[config.mk]
export PLATFORM = sky130hd
export DESIGN_NAME = status_led_color_controller_top_flat
export DESIGN_NICKNAME = d
export VERILOG_FILES = /design/src/rtl/slcc_pkg.sv /design/src/rtl/slcc_stream_if.sv /design/src/rtl/status_led_color_controller_top.sv /design/src/flat_wrapper.sv
export SDC_FILE = /design/constraint.sdc
export NUM_CORES = 1
export LEC_CHECK = 0
export ABC_AREA = 1
export CAP_MARGIN = 20
export CORE_ASPECT_RATIO = 1.2
export CORE_MARGIN = 2
export CORE_UTILIZATION = 45
export DETAILED_ROUTE_END_ITERATION = 6
export DONT_BUFFER_PORTS = 1
export PLACE_DENSITY = 0.69
export SLEW_MARGIN = 0
export SYNTH_ARGS = -nofsm -noshare
export SYNTH_HDL_FRONTEND = slang
export SYNTH_SLANG_ARGS = --single-unit
export TNS_END_PERCENT = 5
[constraint.sdc]
create_clock -name clk -period 3.68 [get_ports clk]
set_input_delay 0.368 -clock clk [delete_from_list [all_inputs] [get_ports clk]]
set_output_delay 0.368 -clock clk [all_outputs]
set_load 0.005 [all_outputs]
[src/rtl/slcc_pkg.sv]
// Package for the status LED colour controller.
// Holds the item kind and status codes, the colour type and the status colour table.
// It depends on nothing.
package slcc_pkg;

  localparam int unsigned CFG_ADDR_W  = 3;
  localparam int unsigned CFG_DATA_W  = 32;
  localparam int unsigned BLINK_W     = 16;
  localparam int unsigned REG_BLINK_INTERVAL = 0;

  typedef enum logic [2:0] {
    KIND_AGGREGATE     = 3'd0,
    KIND_SINGLE        = 3'd1,
    KIND_TICK          = 3'd2,
    KIND_RGB           = 3'd3,
    KIND_WHEEL         = 3'd4,
    KIND_SET_STATUS    = 3'd5,
    KIND_BLINK_RESTART = 3'd6
  } kind_t;

  typedef enum logic [2:0] {
    ST_OFF          = 3'd0,
    ST_IDLE         = 3'd1,
    ST_MOVING       = 3'd2,
    ST_ERROR        = 3'd3,
    ST_STALL        = 3'd4,
    ST_INITIALIZING = 3'd5,
    ST_DISABLED     = 3'd6,
    ST_WARNING      = 3'd7
  } status_t;

  typedef struct packed {
    logic [7:0] red;
    logic [7:0] green;
    logic [7:0] blue;
  } rgb_t;

  typedef struct packed {
    logic [2:0] kind;
    logic       stall_flag;
    logic       moving_flag;
    logic       enabled_flag;
    logic       initialized_flag;
    logic       index_valid;
    logic       last_report;
    logic [7:0] rgb_red;
    logic [7:0] rgb_green;
    logic [7:0] rgb_blue;
    logic [7:0] wheel_pos;
    logic [2:0] status_code;
  } in_item_t;

  function automatic rgb_t status_color(input status_t s);
    rgb_t c;
    unique case (s)
      ST_OFF:          c = '{8'd0,   8'd0,   8'd0};
      ST_IDLE:         c = '{8'd0,   8'd255, 8'd0};
      ST_MOVING:       c = '{8'd0,   8'd0,   8'd255};
      ST_ERROR:        c = '{8'd255, 8'd0,   8'd0};
      ST_STALL:        c = '{8'd255, 8'd255, 8'd0};
      ST_INITIALIZING: c = '{8'd0,   8'd255, 8'd255};
      ST_DISABLED:     c = '{8'd255, 8'd165, 8'd0};
      ST_WARNING:      c = '{8'd255, 8'd0,   8'd255};
      default:         c = '{8'd0,   8'd0,   8'd0};
    endcase
    return c;
  endfunction

endpackage

[src/rtl/slcc_stream_if.sv]
// Valid/ready channel interfaces for the status LED colour controller.
// One carries input items, the other result items; both use plain logic fields.
interface slcc_in_if;
  logic       valid;
  logic       ready;
  logic [2:0] kind;
  logic       stall_flag;
  logic       moving_flag;
  logic       enabled_flag;
  logic       initialized_flag;
  logic       index_valid;
  logic       last_report;
  logic [7:0] rgb_red;
  logic [7:0] rgb_green;
  logic [7:0] rgb_blue;
  logic [7:0] wheel_pos;
  logic [2:0] status_code;

  modport source (
    output valid, kind, stall_flag, moving_flag, enabled_flag, initialized_flag,
           index_valid, last_report, rgb_red, rgb_green, rgb_blue, wheel_pos,
           status_code,
    input  ready
  );
  modport sink (
    input  valid, kind, stall_flag, moving_flag, enabled_flag, initialized_flag,
           index_valid, last_report, rgb_red, rgb_green, rgb_blue, wheel_pos,
           status_code,
    output ready
  );
endinterface

interface slcc_out_if;
  logic       valid;
  logic       ready;
  logic [7:0] led_red;
  logic [7:0] led_green;
  logic [7:0] led_blue;
  logic [2:0] shown_status;

  modport source (
    output valid, led_red, led_green, led_blue, shown_status,
    input  ready
  );
  modport sink (
    input  valid, led_red, led_green, led_blue, shown_status,
    output ready
  );
endinterface

[src/rtl/status_led_color_controller_top.sv]
// Top level of the status LED colour controller.
// Depends on slcc_pkg and the channel interfaces in slcc_stream_if.sv.
// A result passes through the input register and then the result register, and can be held there by a stall.
// Throughput: one input item per cycle, limited only by the result register being taken.
// Reset (synchronous, rst_n low) clears the status, blink state, flags, interval and both stages.
module status_led_color_controller_top #(
  parameter int unsigned TICK_COUNTER_WIDTH = 16
) (
  input  logic                             clk,
  input  logic                             rst_n,
  slcc_in_if.sink                          in_ch,
  slcc_out_if.source                       out_ch,
  input  logic                             psel,
  input  logic                             penable,
  input  logic                             pwrite,
  input  logic [slcc_pkg::CFG_ADDR_W-1:0]  paddr,
  input  logic [slcc_pkg::CFG_DATA_W-1:0]  pwdata,
  output logic [slcc_pkg::CFG_DATA_W-1:0]  prdata,
  output logic                             pready
);
  import slcc_pkg::*;

  localparam int unsigned TW    = TICK_COUNTER_WIDTH;
  localparam int unsigned CMP_W = (TW > BLINK_W) ? TW : BLINK_W;
  localparam logic [TW-1:0] TICK_MAX = {TW{1'b1}};

  logic [BLINK_W-1:0] blink_interval_r;
  logic               reg_sel;

  logic       s1_valid_r;
  in_item_t   s1_item_r;
  logic       s1_adv;

  status_t    status_r, status_nxt;
  logic       phase_r, phase_nxt;
  logic [TW-1:0] ticks_r, ticks_nxt;
  logic       any_stall_r, any_stall_nxt;
  logic       any_moving_r, any_moving_nxt;
  logic       any_disabled_r, any_disabled_nxt;
  logic       any_uninit_r, any_uninit_nxt;

  logic       res_valid;
  rgb_t       res_color;
  logic [2:0] res_status;

  logic       out_valid_r;
  rgb_t       out_color_r;
  logic [2:0] out_status_r;

  logic [TW-1:0] tick_inc;
  logic [7:0]    wheel_inv;
  logic [7:0]    wheel_seg;
  logic [9:0]    wheel_x3;
  status_t       pick;

  // Configuration port
  assign pready  = 1'b1;
  assign reg_sel = (paddr[CFG_ADDR_W-1:2] == (CFG_ADDR_W-2)'(REG_BLINK_INTERVAL));
  assign prdata  = reg_sel ? CFG_DATA_W'(blink_interval_r) : '0;

  always_ff @(posedge clk) begin
    if (!rst_n) begin
      blink_interval_r <= '0;
    end else if (psel && penable && pwrite && pready && reg_sel) begin
      blink_interval_r <= pwdata[BLINK_W-1:0];
    end
  end

  // Input register
  assign s1_adv      = s1_valid_r && (!out_valid_r || out_ch.ready);
  assign in_ch.ready = !s1_valid_r || s1_adv;

  always_ff @(posedge clk) begin
    if (!rst_n) begin
      s1_valid_r <= 1'b0;
    end else if (in_ch.ready) begin
      s1_valid_r <= in_ch.valid;
    end
  end

  always_ff @(posedge clk) begin
    if (in_ch.valid && in_ch.ready) begin
      s1_item_r <= '{kind: in_ch.kind, stall_flag: in_ch.stall_flag,
                     moving_flag: in_ch.moving_flag, enabled_flag: in_ch.enabled_flag,
                     initialized_flag: in_ch.initialized_flag,
                     index_valid: in_ch.index_valid, last_report: in_ch.last_report,
                     rgb_red: in_ch.rgb_red, rgb_green: in_ch.rgb_green,
                     rgb_blue: in_ch.rgb_blue, wheel_pos: in_ch.wheel_pos,
                     status_code: in_ch.status_code};
    end
  end

  // Item processing
  assign tick_inc  = (ticks_r == TICK_MAX) ? ticks_r : ticks_r + 1'b1;
  assign wheel_inv = ~s1_item_r.wheel_pos;

  always_comb begin
    priority if (wheel_inv < 8'd85) begin
      wheel_seg = wheel_inv;
    end else if (wheel_inv < 8'd170) begin
      wheel_seg = wheel_inv - 8'd85;
    end else begin
      wheel_seg = wheel_inv - 8'd170;
    end
  end

  assign wheel_x3 = ({2'b00, wheel_seg} << 1) + {2'b00, wheel_seg};

  always_comb begin
    status_nxt       = status_r;
    phase_nxt        = phase_r;
    ticks_nxt        = ticks_r;
    any_stall_nxt    = any_stall_r;
    any_moving_nxt   = any_moving_r;
    any_disabled_nxt = any_disabled_r;
    any_uninit_nxt   = any_uninit_r;
    res_valid        = 1'b0;
    res_color        = '0;
    res_status       = status_r;
    pick             = ST_IDLE;

    unique case (kind_t'(s1_item_r.kind))
      KIND_AGGREGATE: begin
        any_stall_nxt    = any_stall_r    | s1_item_r.stall_flag;
        any_moving_nxt   = any_moving_r   | s1_item_r.moving_flag;
        any_disabled_nxt = any_disabled_r | ~s1_item_r.enabled_flag;
        any_uninit_nxt   = any_uninit_r   | ~s1_item_r.initialized_flag;
        if (s1_item_r.last_report) begin
          priority if (any_stall_nxt) begin
            pick = ST_STALL;
          end else if (any_moving_nxt) begin
            pick = ST_MOVING;
          end else if (any_uninit_nxt) begin
            pick = ST_INITIALIZING;
          end else if (any_disabled_nxt) begin
            pick = ST_DISABLED;
          end else begin
            pick = ST_IDLE;
          end
          any_stall_nxt    = 1'b0;
          any_moving_nxt   = 1'b0;
          any_disabled_nxt = 1'b0;
          any_uninit_nxt   = 1'b0;
          status_nxt = pick;
          res_valid  = 1'b1;
          res_color  = status_color(pick);
          res_status = pick;
        end
      end
      KIND_SINGLE: begin
        priority if (!s1_item_r.index_valid) begin
          pick = ST_ERROR;
        end else if (s1_item_r.stall_flag) begin
          pick = ST_STALL;
        end else if (s1_item_r.moving_flag) begin
          pick = ST_MOVING;
        end else if (!s1_item_r.enabled_flag) begin
          pick = ST_DISABLED;
        end else if (!s1_item_r.initialized_flag) begin
          pick = ST_INITIALIZING;
        end else begin
          pick = ST_IDLE;
        end
        status_nxt = pick;
        res_valid  = 1'b1;
        res_color  = status_color(pick);
        res_status = pick;
      end
      KIND_TICK: begin
        if ((blink_interval_r != '0) &&
            (CMP_W'(tick_inc) >= CMP_W'(blink_interval_r))) begin
          ticks_nxt = '0;
          phase_nxt = ~phase_r;
          res_valid = 1'b1;
          res_color = phase_r ? rgb_t'('0) : status_color(status_r);
        end else begin
          ticks_nxt = tick_inc;
        end
      end
      KIND_RGB: begin
        status_nxt = ST_OFF;
        res_valid  = 1'b1;
        res_color  = '{s1_item_r.rgb_red, s1_item_r.rgb_green, s1_item_r.rgb_blue};
        res_status = ST_OFF;
      end
      KIND_WHEEL: begin
        status_nxt = ST_OFF;
        res_valid  = 1'b1;
        res_status = ST_OFF;
        priority if (wheel_inv < 8'd85) begin
          res_color = '{8'(10'd255 - wheel_x3), 8'd0, wheel_x3[7:0]};
        end else if (wheel_inv < 8'd170) begin
          res_color = '{8'd0, wheel_x3[7:0], 8'(10'd255 - wheel_x3)};
        end else begin
          res_color = '{wheel_x3[7:0], 8'(10'd255 - wheel_x3), 8'd0};
        end
      end
      KIND_SET_STATUS: begin
        status_nxt = status_t'(s1_item_r.status_code);
        res_valid  = 1'b1;
        res_color  = status_color(status_t'(s1_item_r.status_code));
        res_status = s1_item_r.status_code;
      end
      KIND_BLINK_RESTART: begin
        ticks_nxt = '0;
        phase_nxt = 1'b0;
      end
      default: begin
      end
    endcase
  end

  always_ff @(posedge clk) begin
    if (!rst_n) begin
      status_r       <= ST_OFF;
      phase_r        <= 1'b0;
      ticks_r        <= '0;
      any_stall_r    <= 1'b0;
      any_moving_r   <= 1'b0;
      any_disabled_r <= 1'b0;
      any_uninit_r   <= 1'b0;
    end else if (s1_adv) begin
      status_r       <= status_nxt;
      phase_r        <= phase_nxt;
      ticks_r        <= ticks_nxt;
      any_stall_r    <= any_stall_nxt;
      any_moving_r   <= any_moving_nxt;
      any_disabled_r <= any_disabled_nxt;
      any_uninit_r   <= any_uninit_nxt;
    end
  end

  // Result register
  always_ff @(posedge clk) begin
    if (!rst_n) begin
      out_valid_r <= 1'b0;
    end else if (s1_adv && res_valid) begin
      out_valid_r <= 1'b1;
    end else if (out_ch.ready) begin
      out_valid_r <= 1'b0;
    end
  end

  always_ff @(posedge clk) begin
    if (s1_adv && res_valid) begin
      out_color_r  <= res_color;
      out_status_r <= res_status;
    end
  end

  assign out_ch.valid        = out_valid_r;
  assign out_ch.led_red      = out_color_r.red;
  assign out_ch.led_green    = out_color_r.green;
  assign out_ch.led_blue     = out_color_r.blue;
  assign out_ch.shown_status = out_status_r;

endmodule

[src/flat_wrapper.sv]
// flat-port wrapper written by rule: the top's interface ports become plain ports
module status_led_color_controller_top_flat import slcc_pkg::*;
#(
  parameter int unsigned TICK_COUNTER_WIDTH = 16
)
  (clk, rst_n, psel, penable, pwrite, paddr, pwdata, prdata, pready, in_ch_valid, in_ch_kind, in_ch_stall_flag, in_ch_moving_flag, in_ch_enabled_flag, in_ch_initialized_flag, in_ch_index_valid, in_ch_last_report, in_ch_rgb_red, in_ch_rgb_green, in_ch_rgb_blue, in_ch_wheel_pos, in_ch_status_code, in_ch_ready, out_ch_valid, out_ch_led_red, out_ch_led_green, out_ch_led_blue, out_ch_shown_status, out_ch_ready);
  slcc_in_if in_ch_i ();
  slcc_out_if out_ch_i ();
  input  logic clk;
  input  logic rst_n;
  input  logic psel;
  input  logic penable;
  input  logic pwrite;
  input  logic [slcc_pkg::CFG_ADDR_W-1:0] paddr;
  input  logic [slcc_pkg::CFG_DATA_W-1:0] pwdata;
  output logic [slcc_pkg::CFG_DATA_W-1:0] prdata;
  output logic pready;
  input wire logic [$bits(in_ch_i.valid)-1:0] in_ch_valid;
  input wire logic [$bits(in_ch_i.kind)-1:0] in_ch_kind;
  input wire logic [$bits(in_ch_i.stall_flag)-1:0] in_ch_stall_flag;
  input wire logic [$bits(in_ch_i.moving_flag)-1:0] in_ch_moving_flag;
  input wire logic [$bits(in_ch_i.enabled_flag)-1:0] in_ch_enabled_flag;
  input wire logic [$bits(in_ch_i.initialized_flag)-1:0] in_ch_initialized_flag;
  input wire logic [$bits(in_ch_i.index_valid)-1:0] in_ch_index_valid;
  input wire logic [$bits(in_ch_i.last_report)-1:0] in_ch_last_report;
  input wire logic [$bits(in_ch_i.rgb_red)-1:0] in_ch_rgb_red;
  input wire logic [$bits(in_ch_i.rgb_green)-1:0] in_ch_rgb_green;
  input wire logic [$bits(in_ch_i.rgb_blue)-1:0] in_ch_rgb_blue;
  input wire logic [$bits(in_ch_i.wheel_pos)-1:0] in_ch_wheel_pos;
  input wire logic [$bits(in_ch_i.status_code)-1:0] in_ch_status_code;
  output wire logic [$bits(in_ch_i.ready)-1:0] in_ch_ready;
  output wire logic [$bits(out_ch_i.valid)-1:0] out_ch_valid;
  output wire logic [$bits(out_ch_i.led_red)-1:0] out_ch_led_red;
  output wire logic [$bits(out_ch_i.led_green)-1:0] out_ch_led_green;
  output wire logic [$bits(out_ch_i.led_blue)-1:0] out_ch_led_blue;
  output wire logic [$bits(out_ch_i.shown_status)-1:0] out_ch_shown_status;
  input wire logic [$bits(out_ch_i.ready)-1:0] out_ch_ready;
  assign in_ch_i.valid = in_ch_valid;
  assign in_ch_i.kind = in_ch_kind;
  assign in_ch_i.stall_flag = in_ch_stall_flag;
  assign in_ch_i.moving_flag = in_ch_moving_flag;
  assign in_ch_i.enabled_flag = in_ch_enabled_flag;
  assign in_ch_i.initialized_flag = in_ch_initialized_flag;
  assign in_ch_i.index_valid = in_ch_index_valid;
  assign in_ch_i.last_report = in_ch_last_report;
  assign in_ch_i.rgb_red = in_ch_rgb_red;
  assign in_ch_i.rgb_green = in_ch_rgb_green;
  assign in_ch_i.rgb_blue = in_ch_rgb_blue;
  assign in_ch_i.wheel_pos = in_ch_wheel_pos;
  assign in_ch_i.status_code = in_ch_status_code;
  assign in_ch_ready = in_ch_i.ready;
  assign out_ch_valid = out_ch_i.valid;
  assign out_ch_led_red = out_ch_i.led_red;
  assign out_ch_led_green = out_ch_i.led_green;
  assign out_ch_led_blue = out_ch_i.led_blue;
  assign out_ch_shown_status = out_ch_i.shown_status;
  assign out_ch_i.ready = out_ch_ready;
  status_led_color_controller_top #(.TICK_COUNTER_WIDTH(TICK_COUNTER_WIDTH)) u_core (.clk(clk), .rst_n(rst_n), .in_ch(in_ch_i), .out_ch(out_ch_i), .psel(psel), .penable(penable), .pwrite(pwrite), .paddr(paddr), .pwdata(pwdata), .prdata(prdata), .pready(pready));
endmodule
# Word-level counts from Yosys, hierarchy flattened
# Memory sizes are Yosys's and may differ from the RTL's. A register that Yosys moved wholly into a read port is not among the register bits.
# Cells that the tools add are included.
# W data, S select, Z words.
[totals]
ff_bits = 113
mem_bits_ro = 768
elab_cells = 115
n_memories = 4
[op_classes]
n_addsub = 5
n_lt_le_gt_ge = 3
eq_ne = 8
muxes = 40
bitwise = 9
reduce_logical = 20
[mem_list]
columns = ["name", "depth", "width", "read_ports", "rd_ports_with_merged_regs", "wr", "line", "text"]
rows = [
  ["(no name shown)", 8, 24, 1, 0, 0, "slcc_pkg.sv:55", "unique case (s)"],
  ["(no name shown)", 8, 24, 1, 0, 0, "slcc_pkg.sv:55", ""],
  ["(no name shown)", 8, 24, 1, 1, 0, "slcc_pkg.sv:55", ""],
  ["(no name shown)", 8, 24, 1, 1, 0, "slcc_pkg.sv:55", ""],
]
[ops]
columns = ["operator", "n"]
rows = [
  ["$pmux W24 S6", 1],
  ["$mux W24", 5],
  ["$mux W16", 3],
  ["$mux W3", 16],
  ["$pmux W16 S2", 1],
  ["$add A16 B1 Y16 const B", 1],
  ["$eq A16 B16 Y1 const B", 1],
  ["$ge A16 B16 Y1", 1],
  ["$mux W8", 2],
  ["$reduce_bool A16 Y1", 1],
  ["$pmux W3 S4", 1],
  ["$eq A3 B3 Y1 const B", 3],
  ["$mux W1", 9],
  ["$add A8 B8 Y8", 1],
  ["$lt A8 B7 Y1 const B", 1],
  ["$lt A8 B8 Y1 const B", 1],
  ["$not A8 Y8", 1],
  ["$sub A8 B7 Y8 const B", 1],
  ["$sub A8 B8 Y8 const A", 1],
  ["$sub A8 B8 Y8 const B", 1],
  ["$logic_and A1 B1 Y1", 7],
  ["$eq A3 B2 Y1 const B", 2],
  ["$not A1 Y1", 4],
  ["$or A1 B1 Y1", 4],
  ["other kinds (12)", 16],
]

# Longest topological paths before layout
[logic_depth]
word_depth = 12
mapped_depth = 22

# Least setup slack after synthesis
# OpenSTA, ideal clock, no wires.
[synth_path]
kind = "reg2reg"
startpoint = "register u_core.s1_item_r[4] in the netlist's numbering"
endpoint = "register u_core.out_color_r (netlist bit u_core.out_ch.led_green[6]) (data pin)"
setup_ps = 258
t_arrival_ps = 2937
setup_slack_ps = 485
path_stages_with_launch = 19
path_buffers = 0
period_less_slack_ps = 3195
cell_sequence = "edfxtp_1 ha_1 o21ai_4 a21oi_4 nor2_4 inv_1 o21ai_0 xor2_1 ha_1 nand2_1 inv_1 nand2_1 nand3_1 xor2_1 ha_1 nand2_1 o21ai_0 a211oi_1 nand2_1"
[synth_lines]
columns = ["element", "line", "text"]
rows = [
  ["start, declared", "status_led_color_controller_top.sv:31", "in_item_t s1_item_r;"],
  ["start signal, assigned", "status_led_color_controller_top.sv:83", "s1_item_r <= '{kind: in_ch.kind, stall_flag: in_ch.stall_flag,"],
  ["end signal, assigned", "status_led_color_controller_top.sv:246", "out_color_r <= res_color;"],
  ["end, declared", "status_led_color_controller_top.sv:47", "rgb_t out_color_r;"],
]

==> summary.txt <==
Timing
  • Clk_skew: 0.0138 ns
  • Final Cycle Share: 0.917
  • Final Hold Fails: 0
  • Max Clock Freq: 296 MHz
  • Max-slew violation count: 0
  • Final worst setup slack: about 0.31 ns
  • Setup violators final: 0
  • Slew @ Worst Pin: between 1 and 1.5 ns
  • Slew margin rel.: 0.309
  • Tmin final: approximately 3.4 ns

Route
  • Post-DR wirelength/cell: 14.9 um
  • Routed Antenna Nets: 0
  • Vias post-DR: about 5400
  • Total wire length: 15700 um
  • 1st-iter DRT viols: 394
  • DRT Pass-1 Iters: 5
  • Vias/cell: 5.11
  • Drc violations: 0

Placed design
  • HPWL Detailed: 11400 um
  • Final estimated routing congestion in global placement: 0.942
  • Buffers on Ports: 0
  • Pre-CTS WS: 0.167 ns
  • DP Area: 0.00697 mm2

Final layout
  • Final instance area: 0.00757 mm2
  • Multi-input gate area: 0.00311 mm2
  • Fillers: 1408
  • Ant diodes: 0
  • Fin nets: between 900 and 1000
  • Area delta synth->final: 11.0%
  • Seq. cell area: 0.00313 mm2
  • Share of cells above drive strength 1: 0.0965

Die
  • I/O pins: 148
  • Die W: 116 um
  • Die height: 139 um
  • Starting Density: 0.458
  • Die area: 0.0162 mm2
  • Num rows: roughly 50
  • Core region area: 0.0149 mm2

Synthesis
  • Post-synthesis sequential area ratio: 0.460
  • Area leader, netlist: edfxtp_1
  • Mean Syn Cell Area: 8.24 um2
  • Top cells by count, synth: nand2_1, inv_1, a21oi_1
  • Mapped Area: 0.00682 mm2
  • EDFF count, synth: 71
  • Count of different cell masters after synthesis: 54
  • Syn Inst Count: roughly 830
  • Synth top area share: 0.313
  • Largest cells by area after synthesis: edfxtp_1, dfxtp_1, nand2_1, ha_1, a21oi_1
  • Most common cell in the netlist: nand2_1
  • Share of flip-flops with an asynchronous set or reset: 0
  • FF+latch count, synth: 121
  • Synth warn: 0
  • Most used DFF post-synth: edfxtp_1

Critical path
  • Critical R2R Launch: u_core.s1_item_r[3]
  • Crit path capture type: register
  • Req. time, crit path: 3.84 ns
  • Worst Path Max Fanout: 5
  • Setup crit start kind: register
  • Setup crit start: u_core.s1_item_r[3]
  • WP data arrival: between 3 and 4 ns
  • CP Class: register to register

Power
  • Power per cell area: 488 mW/mm2
  • Total Power: between 3 and 4 mW
  • LEAKAGE: 3.26 nW
  • Maximum vdd drop: 287 uV

Clocking
  • Root Driver: clkbuf_16
  • CTS Buf Count: 17
  • H-tree levels: 4
  • Clk_lat worst skew: 0.42 ns
  • CTS tree: done
  • Longest Clk Path Bufs: 2
  • Sink Count: 121
  • Worst-path clk slew: 0.06 ns

Global routing
  • Largest net degree at the start of global routing: 45
  • Global Route Usage Sum: 0.199
  • Vias in the first global route: 5037
  • Total gr overflow: 0
  • First-pass GRT wire length: ~25000 um
  • Initial antenna violation count: 1

Status
  • Outcome: complete, no violations

Min path
  • Worst hold start: in_ch_last_report
  • Type of the most critical hold path: input port to register

Job
  • Maxcap violations: 0
area by class of cell:
type                            instances  area share
Sequential cell                       121       0.414
Multi-Input combinational cell        576       0.411
Clock buffer                           21      0.0620
Tap cell                              204      0.0337
Timing Repair Buffer                   10      0.0116
Inverter                              111      0.0554
Clock inverter                         11      0.0122
placed cells by master, fill, tap and decap left out, types with 18 or more instances in the layout:
| cell type | synthesis | routed |
|---|---|---|
| nor2_1 | 65 | 65 |
| inv_1 | 98 | 97 |
| ha_1 | 30 | 30 |
| nand3_1 | 53 | 53 |
| o21ai_0 | 40 | 40 |
| clkbuf_16 | 0 | 18 |
| nand4_1 | 22 | 22 |
| nand2_1 | 181 | 181 |
| a21oi_1 | 74 | 74 |
| dfxtp_1 | 50 | 50 |
| edfxtp_1 | 71 | 71 |
worst paths after layout:
check | to | slack [ns] | cells past startpoint
worst max-delay path | u_core.out_ch.led_green[6] | 0.31 | 16
worst min-delay path | u_core.s1_item_r[35] | 0.04 | 0
worst max register to register | u_core.out_ch.led_green[6] | 0.31 | 16
worst min register to register | u_core.any_uninit_r | 0.46 | 2
routing by layer:
| metal | vias up | wire (um) | track usage |
|---|---|---|---|
| met5 | - | 0 | 0 |
| met4 | 0 | 334 | 0.0727 |
| met3 | 24 | 687 | 0.0564 |
| met2 | 129 | 8120 | 0.341 |
| met1 | 2474 | 6530 | 0.234 |
| li1 | 2756 | - | - |
logic make-up (layout without fill, tap and decap cells):
| group | Yosys count | after routing | synth area share |
|---|---|---|---|
| compound gates | 134 | 134 | 0.108 |
| simple gates | 370 | 370 | 0.248 |
| mux | 1 | 1 | 0.00147 |
| flops | 121 | 121 | 0.460 |
| other cells | 2 | 17 | 0.00110 |
| fa+ha+maj | 31 | 31 | 0.0580 |
| buf+inv | 145 | 153 | 0.0940 |
| xor+xnor | 23 | 23 | 0.0296 |
flip-flops by register name (all words and copies together), names as in the netlist, named ones only:
name	cells
u_core.out_ch.valid	1
u_core.s1_item_r	44
u_core.out_ch.led_blue	8
u_core.any_disabled_r	1
u_core.ticks_r	16
u_core.out_ch.shown_status	3
u_core.blink_interval_r	16
u_core.s1_valid_r	1
u_core.out_ch.led_red	8
u_core.phase_r	1
u_core.any_moving_r	1
u_core.any_uninit_r	1
u_core.status_r	3
u_core.any_stall_r	1
u_core.out_ch.led_green	8
report_power, final:
group / internal (mW) / leakage (nW) / switching [mW]
Sequential: 1.51 / 1.09 / 0.0339
Combinational: 0.194 / 1.89 / 0.366
Clock: 0.979 / 0.280 / 0.603
critical path: stages, from the launching register on:
cell      delay (ns)
edfxtp_1        0.40
ha_1            0.27
o21ai_4         0.19
a21oi_4         0.10
nor2_4          0.17
inv_1           0.07
o21ai_0         0.18
xor2_1          0.23
ha_1            0.31
a21oi_1         0.17
nand3_1         0.13
xor2_2          0.20
ha_1            0.26
nand2_1         0.07
o21ai_0         0.09
a211oi_1        0.17
nand2_1         0.10
timing repair:
| item | CTS | global route |
|---|---|---|
| setup endpoints to repair | 0 | 30 |
| resized for setup | 0 | 2 |
| hold buffers | 0 | 0 |
| setup buffers | 0 | 3 |
stage by stage:
stage,hold WS [ns],cells,TNS [ns],utilization
4_1_cts,0.0269,1051,0,0.506
2_1_floorplan,0.441,842,0,-
5_1_grt,0.0190,1054,-0.00444,0.508
3_3_place_gp,0.451,1019,0,0.468
3_5_place_dp,0.454,1019,0,0.468
6_report,0.0402,1054,0,0.508
Note: power is estimated with default switching activity, not from simulation.
